===== src/rtl/core/sstf_pkg.sv =====
// ----------------------------------------------------------------------------
// sstf_pkg
// Shared types and constants of the shortest-seek-time-first disk scheduler.
// ----------------------------------------------------------------------------
package sstf_pkg;

	// Width and saturation limit of the running total movement.
	localparam int TOTAL_W = 17;
	localparam logic [TOTAL_W-1:0] TOTAL_MAX = 17'h1FFFF;

	// Operation codes carried on the input tuser.
	localparam logic OP_LOAD = 1'b0;
	localparam logic OP_RUN  = 1'b1;

	// Bit positions of the output tuser flags.
	localparam int OUT_USER_W      = 2;
	localparam int OUT_USER_NO_REQ = 0;
	localparam int OUT_USER_OVF    = 1;

	// Controller states, one-hot.
	typedef enum logic [4:0] {
		ST_IDLE  = 5'b00001,
		ST_SCAN  = 5'b00010,
		ST_DRAIN = 5'b00100,
		ST_FINAL = 5'b01000,
		ST_EMPTY = 5'b10000
	} sstf_state_t;

	// Commands from the controller to the datapath.
	typedef struct packed {
		logic load;        // append the input position to the table
		logic start;       // begin a run from the input position
		logic issue;       // read the next table entry of the scan
		logic finalize;    // serve the best entry and emit its result
		logic emit_empty;  // emit the result of a run with no requests
	} sstf_cmd_t;

	// Status from the datapath to the controller.
	typedef struct packed {
		logic count_zero;   // no requests are loaded
		logic scan_last;    // the entry being issued is the last one
		logic last_served;  // the entry being served ends the run
		logic out_free;     // the output register can take a result
	} sstf_sts_t;

endpackage


===== src/rtl/core/sstf_disk_scheduler.sv =====
// ----------------------------------------------------------------------------
// sstf_disk_scheduler
// Shortest-seek-time-first request scheduler with run statistics.
// ----------------------------------------------------------------------------
// Usage: each transfer on the slave channel carries an operation in s_tuser
// and a cylinder in s_tdata. A load transfer appends a request to a table of
// MAX_REQUESTS entries and produces no result; loads into a full table are
// dropped and raise an overflow flag. A run transfer gives the starting head
// cylinder, and the block then serves every loaded request, always the
// unserved one nearest the head, ties going to the earliest loaded. Each
// served request yields one master transfer with its cylinder, seek distance,
// running total and running maximum; tlast marks the final one. A run with an
// empty table yields a single transfer flagged no_requests.
// Timing: during a run, each result is found by a serial scan that reads one
// table entry per cycle from the table memory, followed by a compare step and
// a serve step. No new transfer is taken until the run has handed its last
// result to the output register.
// Reset empties the table and clears all flags; the table memory itself is
// not cleared. When the receiver stalls, the finished result waits in the
// output register and the next serve step waits for it to be taken.
// ----------------------------------------------------------------------------
module sstf_disk_scheduler #(
	parameter  int MAX_REQUESTS  = 32,
	parameter  int POSITION_BITS = 12,
	localparam int IN_DATA_W     = ((POSITION_BITS + 7) / 8) * 8,
	localparam int OUT_DATA_W    = ((3 * POSITION_BITS + sstf_pkg::TOTAL_W + 7) / 8) * 8
) (
	input  logic                            clk,
	input  logic                            arst_n,
	// Slave channel.
	input  logic                            s_tvalid,
	output logic                            s_tready,
	input  logic [IN_DATA_W-1:0]            s_tdata,  // position
	input  logic                            s_tuser,  // op (0 load, 1 run)
	// Master channel.
	output logic                            m_tvalid,
	input  logic                            m_tready,
	// served_position, seek_distance, total_movement, max_seek
	output logic [OUT_DATA_W-1:0]           m_tdata,
	output logic                            m_tlast,  // last_in_run
	output logic [sstf_pkg::OUT_USER_W-1:0] m_tuser   // no_requests, overflow
);

	sstf_pkg::sstf_cmd_t cmd;
	sstf_pkg::sstf_sts_t sts;

	// The controller sequences loads, scan passes and the hand-off of each
	// result; it sees the handshake, the operation code and the datapath status.
	sstf_ctrl u_ctrl (
		.clk      (clk),
		.arst_n   (arst_n),
		.s_tvalid (s_tvalid),
		.s_tready (s_tready),
		.s_op     (s_tuser),
		.cmd      (cmd),
		.sts      (sts)
	);

	// The datapath owns the table, the search and the output register.
	sstf_datapath #(
		.MAX_REQUESTS  (MAX_REQUESTS),
		.POSITION_BITS (POSITION_BITS)
	) u_datapath (
		.clk      (clk),
		.arst_n   (arst_n),
		.cmd      (cmd),
		.sts      (sts),
		.position (s_tdata[POSITION_BITS-1:0]),
		.m_tready (m_tready),
		.m_tvalid (m_tvalid),
		.m_tdata  (m_tdata),
		.m_tlast  (m_tlast),
		.m_tuser  (m_tuser)
	);

endmodule


===== src/rtl/core/sstf_ctrl.sv =====
// ----------------------------------------------------------------------------
// sstf_ctrl
// Sequencer of the scheduler: loads, scan passes and result hand-off.
// ----------------------------------------------------------------------------
module sstf_ctrl (
	input  logic                clk,
	input  logic                arst_n,
	input  logic                s_tvalid,
	output logic                s_tready,
	input  logic                s_op,
	output sstf_pkg::sstf_cmd_t cmd,
	input  sstf_pkg::sstf_sts_t sts
);

	sstf_pkg::sstf_state_t state_q;
	sstf_pkg::sstf_state_t state_d;
	logic                  accept;

	assign s_tready = (state_q == sstf_pkg::ST_IDLE);
	assign accept   = s_tvalid & s_tready;

	always_comb begin
		state_d        = state_q;
		cmd            = '0;
		case (state_q)
			sstf_pkg::ST_IDLE: begin
				if (accept) begin
					if (s_op == sstf_pkg::OP_LOAD) begin
						cmd.load = 1'b1;
					end else begin
						cmd.start = 1'b1;
						state_d   = sts.count_zero ? sstf_pkg::ST_EMPTY : sstf_pkg::ST_SCAN;
					end
				end
			end
			sstf_pkg::ST_SCAN: begin
				cmd.issue = 1'b1;
				if (sts.scan_last) begin
					state_d = sstf_pkg::ST_DRAIN;
				end
			end
			sstf_pkg::ST_DRAIN: begin
				state_d = sstf_pkg::ST_FINAL;
			end
			sstf_pkg::ST_FINAL: begin
				if (sts.out_free) begin
					cmd.finalize = 1'b1;
					state_d      = sts.last_served ? sstf_pkg::ST_IDLE : sstf_pkg::ST_SCAN;
				end
			end
			sstf_pkg::ST_EMPTY: begin
				if (sts.out_free) begin
					cmd.emit_empty = 1'b1;
					state_d        = sstf_pkg::ST_IDLE;
				end
			end
			default: begin
				state_d = sstf_pkg::ST_IDLE;
			end
		endcase
	end

	always_ff @(posedge clk or negedge arst_n) begin
		if (!arst_n) begin
			state_q <= sstf_pkg::ST_IDLE;
		end else begin
			state_q <= state_d;
		end
	end

endmodule


===== src/rtl/core/sstf_datapath.sv =====
// ----------------------------------------------------------------------------
// sstf_datapath
// Request table, serial nearest-entry search, run statistics, output register.
// ----------------------------------------------------------------------------
module sstf_datapath #(
	parameter  int MAX_REQUESTS  = 32,
	parameter  int POSITION_BITS = 12,
	localparam int OUT_DATA_W    = ((3 * POSITION_BITS + sstf_pkg::TOTAL_W + 7) / 8) * 8
) (
	input  logic                              clk,
	input  logic                              arst_n,
	input  sstf_pkg::sstf_cmd_t               cmd,
	output sstf_pkg::sstf_sts_t               sts,
	input  logic [POSITION_BITS-1:0]          position,
	input  logic                              m_tready,
	output logic                              m_tvalid,
	output logic [OUT_DATA_W-1:0]             m_tdata,
	output logic                              m_tlast,
	output logic [sstf_pkg::OUT_USER_W-1:0]   m_tuser
);

	localparam int CNT_W = $clog2(MAX_REQUESTS + 1);
	localparam int IDX_W = (MAX_REQUESTS > 1) ? $clog2(MAX_REQUESTS) : 1;
	localparam int TW    = sstf_pkg::TOTAL_W;
	localparam int SUM_W = (POSITION_BITS + 1 > TW + 1) ? POSITION_BITS + 1 : TW + 1;
	localparam int FLD_W = 3 * POSITION_BITS + TW;

	// Table and bookkeeping.
	logic [POSITION_BITS-1:0] table_mem [MAX_REQUESTS];
	logic [MAX_REQUESTS-1:0]  served_q;
	logic [CNT_W-1:0]         count_q;
	logic                     ovf_q;
	logic                     ovf_run_q;

	// Run state.
	logic [POSITION_BITS-1:0] head_q;
	logic [TW-1:0]            total_q;
	logic [POSITION_BITS-1:0] max_q;
	logic [CNT_W-1:0]         done_q;

	// Scan pipeline: address issue, registered read, compare.
	logic [CNT_W-1:0]         scan_q;
	logic [POSITION_BITS-1:0] rdata_s1;
	logic [IDX_W-1:0]         idx_s1;
	logic                     vld_s1;
	logic                     found_q;
	logic [IDX_W-1:0]         best_idx_q;
	logic [POSITION_BITS-1:0] best_pos_q;
	logic [POSITION_BITS-1:0] best_d_q;

	// Output register.
	logic                            out_vld_q;
	logic [FLD_W-1:0]                out_data_q;
	logic                            out_last_q;
	logic [sstf_pkg::OUT_USER_W-1:0] out_user_q;

	logic [POSITION_BITS-1:0]        cand_d;
	logic                            better;
	logic [SUM_W-1:0]                sum;
	logic [TW-1:0]                   new_total;
	logic [POSITION_BITS-1:0]        new_max;
	logic [sstf_pkg::OUT_USER_W-1:0] fin_user;
	logic [sstf_pkg::OUT_USER_W-1:0] empty_user;

	assign cand_d = (rdata_s1 >= head_q) ? rdata_s1 - head_q : head_q - rdata_s1;
	assign better = vld_s1 && !served_q[idx_s1] && (!found_q || cand_d < best_d_q);

	assign sum       = SUM_W'(total_q) + SUM_W'(best_d_q);
	assign new_total = (sum > SUM_W'(sstf_pkg::TOTAL_MAX)) ? sstf_pkg::TOTAL_MAX : sum[TW-1:0];
	assign new_max   = (best_d_q > max_q) ? best_d_q : max_q;

	// Flag words of a served result and of an empty run.
	always_comb begin
		fin_user                                = '0;
		fin_user[sstf_pkg::OUT_USER_OVF]        = ovf_run_q;
		empty_user                              = '0;
		empty_user[sstf_pkg::OUT_USER_NO_REQ]   = 1'b1;
	end

	assign sts.count_zero  = (count_q == '0);
	assign sts.scan_last   = (scan_q + CNT_W'(1) == count_q);
	assign sts.last_served = (done_q + CNT_W'(1) == count_q);
	assign sts.out_free    = !out_vld_q || m_tready;

	// Table writes and the registered read port of the scan.
	always_ff @(posedge clk) begin
		if (cmd.load && (count_q < CNT_W'(MAX_REQUESTS))) begin
			table_mem[count_q[IDX_W-1:0]] <= position;
		end
		rdata_s1 <= table_mem[scan_q[IDX_W-1:0]];
		idx_s1   <= scan_q[IDX_W-1:0];
	end

	// Compare payload.
	always_ff @(posedge clk) begin
		if (better) begin
			best_idx_q <= idx_s1;
			best_pos_q <= rdata_s1;
			best_d_q   <= cand_d;
		end
	end

	// Control and run state.
	always_ff @(posedge clk or negedge arst_n) begin
		if (!arst_n) begin
			served_q  <= '0;
			count_q   <= '0;
			ovf_q     <= 1'b0;
			ovf_run_q <= 1'b0;
			head_q    <= '0;
			total_q   <= '0;
			max_q     <= '0;
			done_q    <= '0;
			scan_q    <= '0;
			vld_s1    <= 1'b0;
			found_q   <= 1'b0;
		end else begin
			vld_s1 <= cmd.issue;
			if (cmd.issue) begin
				scan_q <= scan_q + CNT_W'(1);
			end
			if (better) begin
				found_q <= 1'b1;
			end
			if (cmd.load) begin
				if (count_q < CNT_W'(MAX_REQUESTS)) begin
					served_q[count_q[IDX_W-1:0]] <= 1'b0;
					count_q                      <= count_q + CNT_W'(1);
				end else begin
					ovf_q <= 1'b1;
				end
			end
			if (cmd.start) begin
				head_q    <= position;
				total_q   <= '0;
				max_q     <= '0;
				done_q    <= '0;
				scan_q    <= '0;
				found_q   <= 1'b0;
				ovf_run_q <= ovf_q;
			end
			if (cmd.finalize) begin
				head_q  <= best_pos_q;
				total_q <= new_total;
				max_q   <= new_max;
				done_q  <= done_q + CNT_W'(1);
				scan_q  <= '0;
				found_q <= 1'b0;
			end
			// The end of a run, empty or not, empties the table.
			if ((cmd.finalize && sts.last_served) || cmd.emit_empty) begin
				served_q <= '0;
				count_q  <= '0;
				ovf_q    <= 1'b0;
			end else if (cmd.finalize) begin
				served_q[best_idx_q] <= 1'b1;
			end
		end
	end

	// Output register.
	always_ff @(posedge clk or negedge arst_n) begin
		if (!arst_n) begin
			out_vld_q <= 1'b0;
		end else if (cmd.finalize || cmd.emit_empty) begin
			out_vld_q <= 1'b1;
		end else if (m_tready) begin
			out_vld_q <= 1'b0;
		end
	end

	always_ff @(posedge clk) begin
		if (cmd.finalize) begin
			out_data_q <= {new_max, new_total, best_d_q, best_pos_q};
			out_last_q <= sts.last_served;
			out_user_q <= fin_user;
		end else if (cmd.emit_empty) begin
			out_data_q <= '0;
			out_last_q <= 1'b1;
			out_user_q <= empty_user;
		end
	end

	assign m_tvalid = out_vld_q;
	assign m_tdata  = OUT_DATA_W'(out_data_q);
	assign m_tlast  = out_last_q;
	assign m_tuser  = out_user_q;

	a_count_bound: assert property (@(posedge clk) disable iff (!arst_n)
		count_q <= CNT_W'(MAX_REQUESTS))
		else $error("request count exceeds table capacity");

	a_final_found: assert property (@(posedge clk) disable iff (!arst_n)
		cmd.finalize |-> found_q)
		else $error("entry served without a candidate found by the scan");

	a_final_free: assert property (@(posedge clk) disable iff (!arst_n)
		(cmd.finalize || cmd.emit_empty) |-> sts.out_free)
		else $error("result written over one still waiting");

	a_run_clears: assert property (@(posedge clk) disable iff (!arst_n)
		(cmd.finalize && sts.last_served) |=> (count_q == '0) && (served_q == '0))
		else $error("table not emptied at end of run");

	a_scan_range: assert property (@(posedge clk) disable iff (!arst_n)
		vld_s1 |-> (CNT_W'(idx_s1) < count_q))
		else $error("scan read beyond loaded entries");

endmodule


===== config.mk =====
export PLATFORM = sky130hd
export DESIGN_NAME = sstf_disk_scheduler
export DESIGN_NICKNAME = d
export VERILOG_FILES = /design/src/rtl/core/sstf_pkg.sv /design/src/rtl/core/sstf_disk_scheduler.sv /design/src/rtl/core/sstf_ctrl.sv /design/src/rtl/core/sstf_datapath.sv
export SDC_FILE = /design/constraint.sdc
export NUM_CORES = 1
export LEC_CHECK = 0
export BUFFER_PORTS_ARGS = -buffer_cell sky130_fd_sc_hd__buf_2
export CORE_AREA = 5 5 232 234
export DETAILED_ROUTE_END_ITERATION = 6
export DIE_AREA = 0 0 237 239
export GPL_ROUTABILITY_DRIVEN = 0
export GPL_TIMING_DRIVEN = 0
export HOLD_SLACK_MARGIN = 0.1
export PLACE_DENSITY = 0.74
export REMOVE_ABC_BUFFERS = 1
export SKIP_LAST_GASP = 1
export SYNTH_ARGS = -nofsm -noshare
export SYNTH_HDL_FRONTEND = slang
export SYNTH_SLANG_ARGS = --single-unit

===== constraint.sdc =====
create_clock -name clk -period 8.2 [get_ports clk]
set_clock_uncertainty 0.05 [all_clocks]
set_input_delay 0.41 -clock clk [delete_from_list [all_inputs] [get_ports clk]]
set_output_delay 0.41 -clock clk [all_outputs]
set_load 0.005 [all_outputs]

==> results of run 1 <==
## layer usage
layer | part of all wire | routed length [um] | vias to the layer above | track usage
li1 | - | - | 6681 | -
met5 | 0 | 0 | - | 0
met3 | 0.077 | 4315 | 95 | 0.03934
met2 | 0.48 | 26640 | 596 | 0.3132
met4 | 0.027 | 1491 | 0 | 0.06052
met1 | 0.42 | 23480 | 7533 | 0.2732
## worst min-delay path, delay by kind of cell
family                 cells  cell delay (ps)
AND/OR/NAND/NOR            1              100
AO/OA/AOI/OAI              2              230
buffers and inverters      1              140
## where the power goes
| group | internal, mW | switching [mW] | leakage [nW] |
|---|---|---|---|
| registers | 3.45 | 0.197 | 5.76 |
| logic | 1.05 | 1.35 | 3.54 |
| clock network | 1.40 | 1.11 | 0.867 |
## cell usage in the layout (no fill, tap or decap), drive strengths merged, types with 7 or more instances in the layout
| cell | n |
|---|---|
| o21a | 9 |
| buf | 84 |
| a31oi | 15 |
| nor3 | 16 |
| edfxtp | 468 |
| nand2 | 130 |
| dfrtp | 100 |
| xnor2 | 28 |
| a21oi | 78 |
| a21o | 36 |
| mux4 | 70 |
| and3 | 23 |
| clkbuf | 71 |
| o221ai | 56 |
| dfxtp | 18 |
| inv | 62 |
| o21ai | 59 |
| nand4 | 8 |
| nand3b | 7 |
| nor2 | 110 |
| xor2 | 17 |
| o21bai | 7 |
| a22o | 25 |
| clkinv | 25 |
| ha | 64 |
| nor2b | 16 |
| mux2 | 11 |
| nand3 | 20 |
| mux2i | 86 |
## final timing paths
kind	endpoint	start
setup / recovery	u_datapath.best_pos_q[10]$_DFFE_PP_	u_datapath.rdata_s1[7]$_DFF_P_
hold reg to reg	u_datapath.best_idx_q[4]$_DFFE_PP_	u_datapath.idx_s1[4]$_DFF_P_
min in group asynchronous	u_datapath.total_q[0]$_DFFE_PN0N_	arst_n
setup reg to reg	u_datapath.best_pos_q[10]$_DFFE_PP_	u_datapath.rdata_s1[7]$_DFF_P_
hold / removal	u_ctrl.state_q[0]$_DFFE_PN1P_	s_tvalid
max in group asynchronous	u_datapath.scan_q[0]$_DFFE_PN0P_	arst_n
## cell type report
| cell class | instances | area (um^2) | area share |
|---|---|---|---|
| Clock buffer | 71 | 1509 | 0.05327 |
| Clock inverter | 34 | 296.5 | 0.01047 |
| Inverter | 62 | 232.7 | 0.008215 |
| Multi-Input combinational cell | 973 | 7865 | 0.2776 |
| Sequential cell | 587 | 16950 | 0.5984 |
| Tap cell | 688 | 860.8 | 0.03039 |
| Timing Repair Buffer | 85 | 611.8 | 0.02160 |
## stage by stage
| stage | setup slack (ps) | instances | setup TNS, ps | hold slack, ps |
|---|---|---|---|---|
| finish | 3027 | 2500 | 0 | 209.0 |
| global route | 2682 | 2500 | 0 | 225.7 |
| CTS | 3045 | 2500 | 0 | 167.6 |
| detailed placement | 3108 | 2394 | 0 | 376.5 |
| global placement | -663.8 | 2384 | -5672 | 389.1 |
| floorplan | 1329 | 1622 | 0 | 64.41 |
## flip-flops by register name (all words and copies together), names as in the netlist, 2 cells and up
register and flops:
u_datapath.scan_q 6, u_datapath.max_q 12, u_datapath.best_d_q 12, u_datapath.head_q 12, u_datapath.idx_s1 5, u_datapath.done_q 6, u_datapath.m_tuser 2, u_datapath.best_pos_q 12
u_datapath.total_q 17, u_datapath.table_mem 384, u_datapath.best_idx_q 5, u_datapath.rdata_s1 12, u_datapath.served_q 32, u_ctrl.state_q 5, u_datapath.out_data_q 53, u_datapath.count_q 6
## cell families (layout without fill, tap and decap cells)
group / after synthesis / in the layout / synth area share
multiplexers: 167 / 167 / 0.1006
XOR/XNOR: 45 / 45 / 0.01549
AO/OA/AOI/OAI: 334 / 334 / 0.09170
other: 1 / 3 / 0.0001474
adder cells (fa/ha/maj): 67 / 67 / 0.03383
buffers and inverters: 154 / 252 / 0.02699
AND/OR/NAND/NOR: 357 / 357 / 0.06544
flip-flops: 587 / 587 / 0.6658
## repair_timing
action / 4_1_cts / 5_1_grt
hold buffers: 1 / 0
hold endpoints to repair: 36 / 0
setup endpoints to repair: 0 / 0
==> results by group, run 1 <==
Yosys
  • Most common flop cell mapped by yosys: edfxtp_1
  • Dominant cells by area after synthesis: edfxtp_1 55%, dfrtp_1 9.8%, mux4_2 6.2%
  • Cell with the most instances after synthesis: edfxtp_1
  • Synth Area per Inst: 14.86 um^2
  • Seq cells post-synth: 587
  • Yosys warnings: 0
  • Share of synthesized area occupied by flip-flops and latches: 0.6658
  • Number of flops mapped to enable cells by yosys: approximately 470
  • Mapped Cells: 1712
  • Total standard cell area after synthesis: 25450 um^2
  • Cell type with the highest aggregate area in the netlist: edfxtp_1
  • Commonest cells post-synth: 468 x edfxtp_1, 130 x nand2_1, 108 x nor2_1
  • Share of flip-flops with an asynchronous set or reset after synthesis: 0.1721
  • Distinct cell type count of the synthesized netlist: 77
  • Top-area cell type share of the netlist area: 0.5522

Global route
  • Global-route wire length before repair: 86430 um
  • Vias in the first global route: approximately 15000
  • Pin count of the biggest net entering global routing: 66
  • GRT Residual Overflow: 0
  • Initial antenna violation count: 0
  • Global-route usage over all layers: 0.1952

Floorplan
  • # rows: 84
  • Area of the core: 51810 um^2
  • Starting Density: 0.4911
  • I/O Pins: 82
  • Die height: 239 um
  • Overall die area: ~57000 um^2
  • Die Wd: 237 um

STA
  • Share of the clock period used by the worst path: 0.6308
  • Final min period: between 5000 and 6000 ps
  • Final Max Tran Viols: 0
  • Worst-Margin Slew: between 1000 and 1500 ps
  • Number of failing hold endpoints at the final stage: 0
  • Rel. slew slack: 0.08177
  • Max Freq: a little under 200 MHz
  • Unrepaired setup endpoints after global routing: false
  • Final setup violation count: 0

Clock network
  • CTS Buffer Depth: 3
  • Number of buffers inserted during clock tree synthesis: 56
  • Clk_lat worst skew: 630 ps
  • Setup bufs post-CTS: 0
  • CTS clock-pin slew for the worst setup and hold paths: around 60 ps
  • Post-cts sizing count: 0
  • TritonCTS clock tree: done
  • Total clock sinks: 587
  • Htree depth: 2
  • Root buffer cell: clkbuf_16

Critical path
  • Cell-by-cell listing of the critical path: inv_1 -> ha_1 -> and4_1 -> nand2_1 -> a21oi_1 -> a2bb2oi_1 -> buf_6 -> mux2i_1 -> xnor2_1 -> ha_1 -> a21o_1 -> a31oi_1 -> o21ai_0 -> nand3_1 -> o211ai_1 -> a21o_1 -> a21oi_4 -> buf_16
  • Number of cells traversed by the worst register-to-register path: 18
  • Startpoint Class: flop
  • Critical path buffer and inverter count: 3
  • Minimum setup slack among reg-to-reg paths: 3030 ps
  • Critical Path Fanout Max: 15
  • Critical path required time: 8470 ps
  • Slowest cell on the critical path: a2bb2oi_1
  • Delay-heaviest family, CP: compound AO/OA/AOI/OAI gates
  • Endpoint arrival time on the critical path: 5440 ps
  • Crit-path max cell delay: approximately 700 ps
  • Levels on crit path: 18
  • Startpoint-to-endpoint class of the critical path: reg2reg
  • Critical Path End Type: flop

Route
  • Final routed wirelength across all metal layers: between 50000 and 60000 um
  • Initial DRC Count: around 1500
  • DRC violation count after routing: 0
  • Vias/cell: 5.962
  • Count of antenna-violating nets left after detailed routing: 0
  • Detailed Routing Iterations Pass 1: 5
  • Average detailed-routed wire length per instance: 22.37 um
  • Routed via count: between 10000 and 15000

Power
  • Cell leakage power: 10.17 nW
  • Power Total: 8.552 mW
  • Cell Pwr Density: between 300 and 400 nW/um^2
  • Peak supply drop: 0.0002051 V

Layout
  • Total of fill cells in the finished design: roughly 4100
  • Final std cell area, no fill: 28330 um^2
  • # nets final: between 1500 and 2000
  • Number of antenna cells inserted: 0
  • Layout cell share with drive strength beyond 1: 0.1545
  • Area Overhead vs Synth: 11.32%
  • Final core utilization: 0.5467

Min path
  • Hold Path Stages: 4
  • Worst hold path type: in2reg

Status
  • Result of the run: finished clean

Placed design
  • HPWL after detailed placement: 35280 um
  • Number of port buffers: 74
  • Placement Cell Area: around 27000 um^2

Run
  • Number of violations of the max-capacitance limit: 0
No activity file was read; power rests on OpenSTA's default activity.
==> inputs of run 2 (changes only) <==
==> constraint.sdc (replaced) <==
create_clock -name clk -period 4.9 [get_ports clk]
set_clock_uncertainty 0.05 [all_clocks]
set_input_delay 0.245 -clock clk [delete_from_list [all_inputs] [get_ports clk]]
set_output_delay 0.245 -clock clk [all_outputs]
set_load 0.005 [all_outputs]
==> results by group, run 2 (synthesis results as in run 1) <==
Critical path
  • Critical Path Fanout Max: 15 (unchanged)
  • Minimum setup slack among reg-to-reg paths: 350 ps (-2670 ps)
  • Startpoint Class: flop
  • Critical path required time: 5170 ps (-3300 ps)
  • Slowest cell on the critical path: ha_1
  • Crit-path max cell delay: 460 ps (-260 ps)
  • Delay-heaviest family, CP: compound AO/OA/AOI/OAI gates
  • Startpoint-to-endpoint class of the critical path: reg2reg
  • Cell-by-cell listing of the critical path: inv_1 -> ha_1 -> and4_1 -> nand2_1 -> a21oi_1 -> a2bb2oi_2 -> buf_6 -> mux2i_1 -> xnor2_1 -> ha_1 -> a21o_1 -> a31oi_1 -> o21ai_0 -> nand3_1 -> o211ai_1 -> a21o_1 -> a21oi_4 -> buf_16
  • Endpoint arrival time on the critical path: 4820 ps (-620 ps)
  • Critical Path End Type: flop
  • Critical path buffer and inverter count: 3 (unchanged)

Floorplan
  • Overall die area: 56640 um^2 (unchanged)
  • Starting Density: 0.4911 (unchanged)
  • Area of the core: 51810 um^2 (unchanged)
  • Die height: 239 um (unchanged)
  • Die Wd: 237 um (unchanged)
  • I/O Pins: 82 (unchanged)
  • # rows: 84 (unchanged)

Power
  • Cell leakage power: 10.20 nW (+0.25%)
  • Cell Pwr Density: 504.9 nW/um^2 (+67%)
  • Peak supply drop: 0.0003393 V (+65%)
  • Power Total: 14.34 mW (+68%)

Route
  • Average detailed-routed wire length per instance: 22.36 um (about the same)
  • Initial DRC Count: 1529 (+0.99%)
  • Routed via count: 14954 (+0.33%)
  • Vias/cell: 5.970 (+0.13%)
  • DRC violation count after routing: 0 (unchanged)
  • Final routed wirelength across all metal layers: 56020 um (+0.16%)
  • Count of antenna-violating nets left after detailed routing: 0 (unchanged)
  • Detailed Routing Iterations Pass 1: 5 (unchanged)

Clock network
  • Number of buffers inserted during clock tree synthesis: 56 (unchanged)
  • CTS Buffer Depth: 3 (unchanged)
  • Root buffer cell: clkbuf_16
  • CTS clock-pin slew for the worst setup and hold paths: 60 ps (about the same)
  • TritonCTS clock tree: done
  • Total clock sinks: 587 (unchanged)
  • Htree depth: 2 (unchanged)
  • Clk_lat worst skew: 640 ps (about the same)

Layout
  • Most common library cell in the layout ignoring fill and taps: edfxtp_1
  • Number of antenna cells inserted: 0 (unchanged)
  • Area Overhead vs Synth: 11.57%
  • Layout cell share with drive strength beyond 1: 0.1558 (+0.001226)
  • # nets final: 1858 (+0.27%)
  • Non-filler instance count after layout: 2505 (+0.20%)
  • Multi-input gate area in the final layout: 7871 um^2 (about the same)
  • Number of flip-flops in the largest register: 384 (unchanged)
  • Sequential cell area: 16950 um^2 (unchanged)
  • Commonest cells after routing, fill and taps aside: 468 x edfxtp_1, 127 x nand2_1, 108 x nor2_1
  • Total of fill cells in the finished design: 4053 (-0.12%)

STA
  • Worst-Margin Slew: 1336 ps (-35.84 ps)
  • Final worst hold slack: 106.4 ps (-102.6 ps)
  • Setup ws final: 354.1 ps (-2673 ps)
  • Final Max Tran Viols: 0 (unchanged)
  • Unrepaired setup endpoints after global routing: false
  • Share of the clock period used by the worst path: 0.9277 (+0.2969)
  • Final setup violation count: 0 (unchanged)
  • Max Freq: 220.0 MHz (+14%)
  • Rel. slew slack: 0.1058 (+0.02398)
  • Setup TNS: 0 ps (unchanged)
  • Number of failing hold endpoints at the final stage: 0 (unchanged)
  • Final min period: 4546 ps (-626.8 ps)

Global route
  • GRT Residual Overflow: 0 (unchanged)
  • Vias in the first global route: 14923 (+0.17%)
  • Pin count of the biggest net entering global routing: 66 (unchanged)
  • Global-route wire length before repair: 86510 um (about the same)
  • Initial antenna violation count: 0 (unchanged)
  • Global-route usage over all layers: 0.1953 (about the same)

Placed design
  • HPWL after detailed placement: 35280 um (unchanged)
  • Number of port buffers: 74 (unchanged)
  • Setup Slack @ Placement: -191.9 ps (-3300 ps)
  • Placed Instances: 2394 (unchanged)

Min path
  • Worst hold path type: in2async

Status
  • Result of the run: finished clean

Run
  • Number of violations of the max-capacitance limit: 0 (unchanged)
-- run 2: cell count changes in the layout (fill, tap and decap cells not counted) --
cell,previous run,this run
buf_12,4,5
a2bb2oi_2,0,1
buf_4,1,2
a2bb2oi_1,1,0
dlygate4sd3_1,1,4
-- run 2: layer usage --
| layer | routed length, um | GRT usage | up-vias |
|---|---|---|---|
| met5 | 0 | 0 | - |
| met4 | 1516 | 0.06052 | 0 |
| met3 | 4520 | 0.03922 | 97 |
| met2 | 26900 | 0.3138 | 642 |
| met1 | 23090 | 0.2733 | 7517 |
| li1 | - | - | 6698 |
-- run 2: timing repair --
action / 4_1_cts / 5_1_grt
setup buffers: 0 / 2
resized for setup: 1 / 0
hold endpoints to repair: 107 / 0
pin swaps: 0 / 1
hold buffers: 4 / 0
setup endpoints to repair: 29 / 29
-- run 2: worst paths after layout --
path | from | cells past startpoint | to
worst max-delay path | u_datapath.rdata_s1[7]$_DFF_P_ | 18 | u_datapath.best_pos_q[3]$_DFFE_PP_
worst min-delay path | arst_n | 2 | u_datapath.total_q[0]$_DFFE_PN0N_
worst max register to register | u_datapath.rdata_s1[7]$_DFF_P_ | 18 | u_datapath.best_pos_q[3]$_DFFE_PP_
worst min register to register | u_datapath.idx_s1[4]$_DFF_P_ | 0 | u_datapath.best_idx_q[4]$_DFFE_PP_
max in group asynchronous | arst_n | 3 | u_datapath.scan_q[0]$_DFFE_PN0P_
min in group clk | s_tdata[1] | 1 | u_datapath.table_mem[8][1]$_DFFE_PP_
-- run 2: cell type report --
cell class / instances / area share
inverter: 62 / 0.008197
clock buffer: 71 / 0.05315
sequential: 587 / 0.5971
clock inverter: 34 / 0.01044
timing repair buffer: 90 / 0.02358
multi-input combinational: 973 / 0.2772
tap: 688 / 0.03032
-- run 2: power by group --
group          total [mW]  internal [mW]  switching [mW]
Combinational        4.03           1.77            2.26
Clock                4.21           2.35            1.86
Sequential           6.10           5.77           0.331
Total                14.3           9.88            4.45
-- run 2: per-stage QoR --
step           cell area [um^2]    util
2_1_floorplan             25000       -
3_3_place_gp              26230  0.5063
3_5_place_dp              26510  0.5116
4_1_cts                   28360  0.5473
5_1_grt                   28390  0.5480
6_report                  28390  0.5480
==> inputs of run 3 (changes only) <==
--- a/config.mk
+++ b/config.mk
@@ -12,8 +12,9 @@
 export GPL_ROUTABILITY_DRIVEN = 0
 export GPL_TIMING_DRIVEN = 0
 export HOLD_SLACK_MARGIN = 0.1
-export PLACE_DENSITY = 0.74
+export PLACE_DENSITY = 0.76
 export REMOVE_ABC_BUFFERS = 1
+export SKIP_CTS_REPAIR_TIMING = 1
 export SKIP_LAST_GASP = 1
 export SYNTH_ARGS = -nofsm -noshare
 export SYNTH_HDL_FRONTEND = slang
==> constraint.sdc (replaced) <==
create_clock -name clk -period 4 [get_ports clk]
set_clock_uncertainty 0.05 [all_clocks]
set_input_delay 0.2 -clock clk [delete_from_list [all_inputs] [get_ports clk]]
set_output_delay 0.2 -clock clk [all_outputs]
set_load 0.005 [all_outputs]
==> results by group, run 3 (synthesis results as in run 1) <==
Clock network
  • CTS clock-pin slew for the worst setup and hold paths: 60 ps (about the same)
  • Root buffer cell: clkbuf_16
  • TritonCTS clock tree: done
  • Htree depth: 2 (unchanged)
  • Number of buffers inserted during clock tree synthesis: 54 (-3.6%)
  • CTS Buffer Depth: 3 (unchanged)
  • Total clock sinks: 587 (unchanged)
  • Clk_lat worst skew: 630 ps (about the same)

Global route
  • Global-route wire length before repair: 86100 um (-0.48%)
  • Initial antenna violation count: 0 (unchanged)
  • GRT Residual Overflow: 0 (unchanged)
  • Pin count of the biggest net entering global routing: 65 (-1.5%)
  • Global-route usage over all layers: 0.1935 (-0.001828)
  • Vias in the first global route: 14868 (-0.37%)

STA
  • Number of failing hold endpoints at the final stage: 0 (unchanged)
  • Final Max Tran Viols: 0 (unchanged)
  • Final worst hold slack: 111.0 ps (+4.652 ps)
  • Share of the clock period used by the worst path: 1.044 (+0.1164)
  • Final min period: 4177 ps (-369.3 ps)
  • Max Freq: 239.4 MHz (+8.8%)
  • Final setup violation count: 29 (+29)
  • Rel. slew slack: 0.1264 (+0.02067)
  • Worst-Margin Slew: 1306 ps (-30.89 ps)
  • Setup ws final: -176.7 ps (-530.7 ps)
  • Unrepaired setup endpoints after global routing: true

Layout
  • # nets final: 1875 (+0.91%)
  • Layout cell share with drive strength beyond 1: 0.1790 (+0.02329)
  • Non-filler instance count after layout: 2520 (+0.60%)
  • Most common library cell in the layout ignoring fill and taps: edfxtp_1
  • Number of flip-flops in the largest register: 384 (unchanged)
  • Number of antenna cells inserted: 0 (unchanged)
  • Final std cell area, no fill: 28700 um^2 (+1.1%)
  • Commonest cells after routing, fill and taps aside: 468 x edfxtp_1, 126 x nand2_1, 107 x nor2_1
  • Area Overhead vs Synth: 12.76%

Floorplan
  • Overall die area: 56640 um^2 (unchanged)
  • Area of the core: 51810 um^2 (unchanged)
  • Die Wd: 237 um (unchanged)
  • I/O Pins: 82 (unchanged)
  • # rows: 84 (unchanged)
  • Starting Density: 0.4911 (unchanged)
  • Die height: 239 um (unchanged)

Placed design
  • Placement Cell Area: 26520 um^2 (about the same)
  • Number of port buffers: 74 (unchanged)
  • Setup Slack @ Placement: -1500 ps (-1308 ps)
  • HPWL after detailed placement: 35480 um (+0.58%)
  • Placed Instances: 2394 (unchanged)

Route
  • Average detailed-routed wire length per instance: 22.39 um (+0.12%)
  • Count of antenna-violating nets left after detailed routing: 0 (unchanged)
  • Detailed Routing Iterations Pass 1: 6 (+1)
  • Final routed wirelength across all metal layers: 56420 um (+0.72%)
  • Routed via count: 15106 (+1.0%)
  • Vias/cell: 5.994 (+0.42%)
  • DRC violation count after routing: 0 (unchanged)
  • Initial DRC Count: 1557 (+1.8%)

Critical path
  • Slowest cell on the critical path: dfrtp_1
  • Critical Path Fanout Max: 8 (-7)
  • Critical path required time: 4250 ps (-920 ps)
  • Crit-path max cell delay: 380 ps (-80 ps)
  • Critical Path End Type: flop
  • Delay-heaviest family, CP: compound AO/OA/AOI/OAI gates
  • Startpoint Class: flop
  • Number of cells traversed by the worst register-to-register path: 18 (unchanged)
  • Critical path buffer and inverter count: 4 (+1)
  • Levels on crit path: 18 (unchanged)
  • Endpoint arrival time on the critical path: 4420 ps (-400 ps)
  • Cell-by-cell listing of the critical path: ha_2 -> inv_2 -> fa_2 -> a21o_1 -> a21oi_2 -> a21oi_4 -> a2bb2oi_4 -> a41oi_2 -> a22oi_2 -> xnor2_2 -> ha_1 -> buf_4 -> a221oi_2 -> o211ai_1 -> a21o_1 -> a21oi_4 -> buf_12 -> clkbuf_16
  • Startpoint-to-endpoint class of the critical path: reg2reg

Power
  • Peak supply drop: 0.0004581 V (+35%)
  • Cell Pwr Density: 636.9 nW/um^2 (+26%)
  • Cell leakage power: 10.29 nW (+0.90%)

Run
  • Number of violations of the max-capacitance limit: 0 (unchanged)

Status
  • Violations in the final reports: setup timing
  • Result of the run: finished, violations left

Min path
  • Worst hold path type: in2reg
  • Hold Path Stages: 1
run 3: layout make-up:
type	instances	area, um^2
flip-flops and latches	587	16960
clock inverters	27	211.5
well taps	688	860.8
repair buffers	108	859.6
inverters	62	232.7
multi-input cells	974	8095
clock buffers	74	1478
fillers	3911	23120
run 3: metal layers:
metal,track usage,share of wire
met2,0.3116,0.49
met5,0,0
met4,0.06384,0.027
met1,0.2708,0.41
met3,0.03519,0.076
run 3: report_power, final:
part	leakage (nW)	switching, mW	total (mW)	internal, mW
combinational	3.71	3.05	5.78	2.73
clock	0.823	2.21	4.94	2.72
sequential	5.76	0.491	7.56	7.07
total	10.3	5.75	18.3	12.5
run 3: metrics by stage:
stage | util | power, mW | TNS (ps)
after CTS | 0.5445 | 17.37 | -41850
after global placement | 0.5063 | 12.71 | -379200
after global routing | 0.5538 | 19.17 | -7923
final | 0.5538 | 18.28 | -4104
after detailed placement | 0.5119 | 12.45 | -41290
after floorplan | - | 10.94 | -101650
run 3: worst paths after layout:
check / startpoint / to / slack [ps]
max in group asynchronous: arst_n / u_ctrl.state_q[0]$_DFFE_PN1P_ / 2880
max: u_datapath.head_q[0]$_DFFE_PN0N_ / u_datapath.best_idx_q[4]$_DFFE_PP_ / -180
min reg2reg: u_datapath.rdata_s1[7]$_DFF_P_ / u_datapath.best_pos_q[7]$_DFFE_PP_ / 410
max reg2reg: u_datapath.head_q[0]$_DFFE_PN0N_ / u_datapath.best_idx_q[4]$_DFFE_PP_ / -180
min in group asynchronous: arst_n / u_datapath.max_q[11]$_DFFE_PN0N_ / 220
min: s_tdata[4] / u_datapath.table_mem[25][4]$_DFFE_PP_ / 110
run 3: worst reg2reg max path, stage by stage, from the launching register on:
cell,delay (ps)
dfrtp_1,380
ha_2,200
inv_2,40
fa_2,330
a21o_1,220
a21oi_2,220
a21oi_4,120
a2bb2oi_4,220
a41oi_2,240
a22oi_2,110
xnor2_2,170
ha_1,330
buf_4,150
a221oi_2,250
o211ai_1,130
a21o_1,230
a21oi_4,200
buf_12,130
clkbuf_16,150
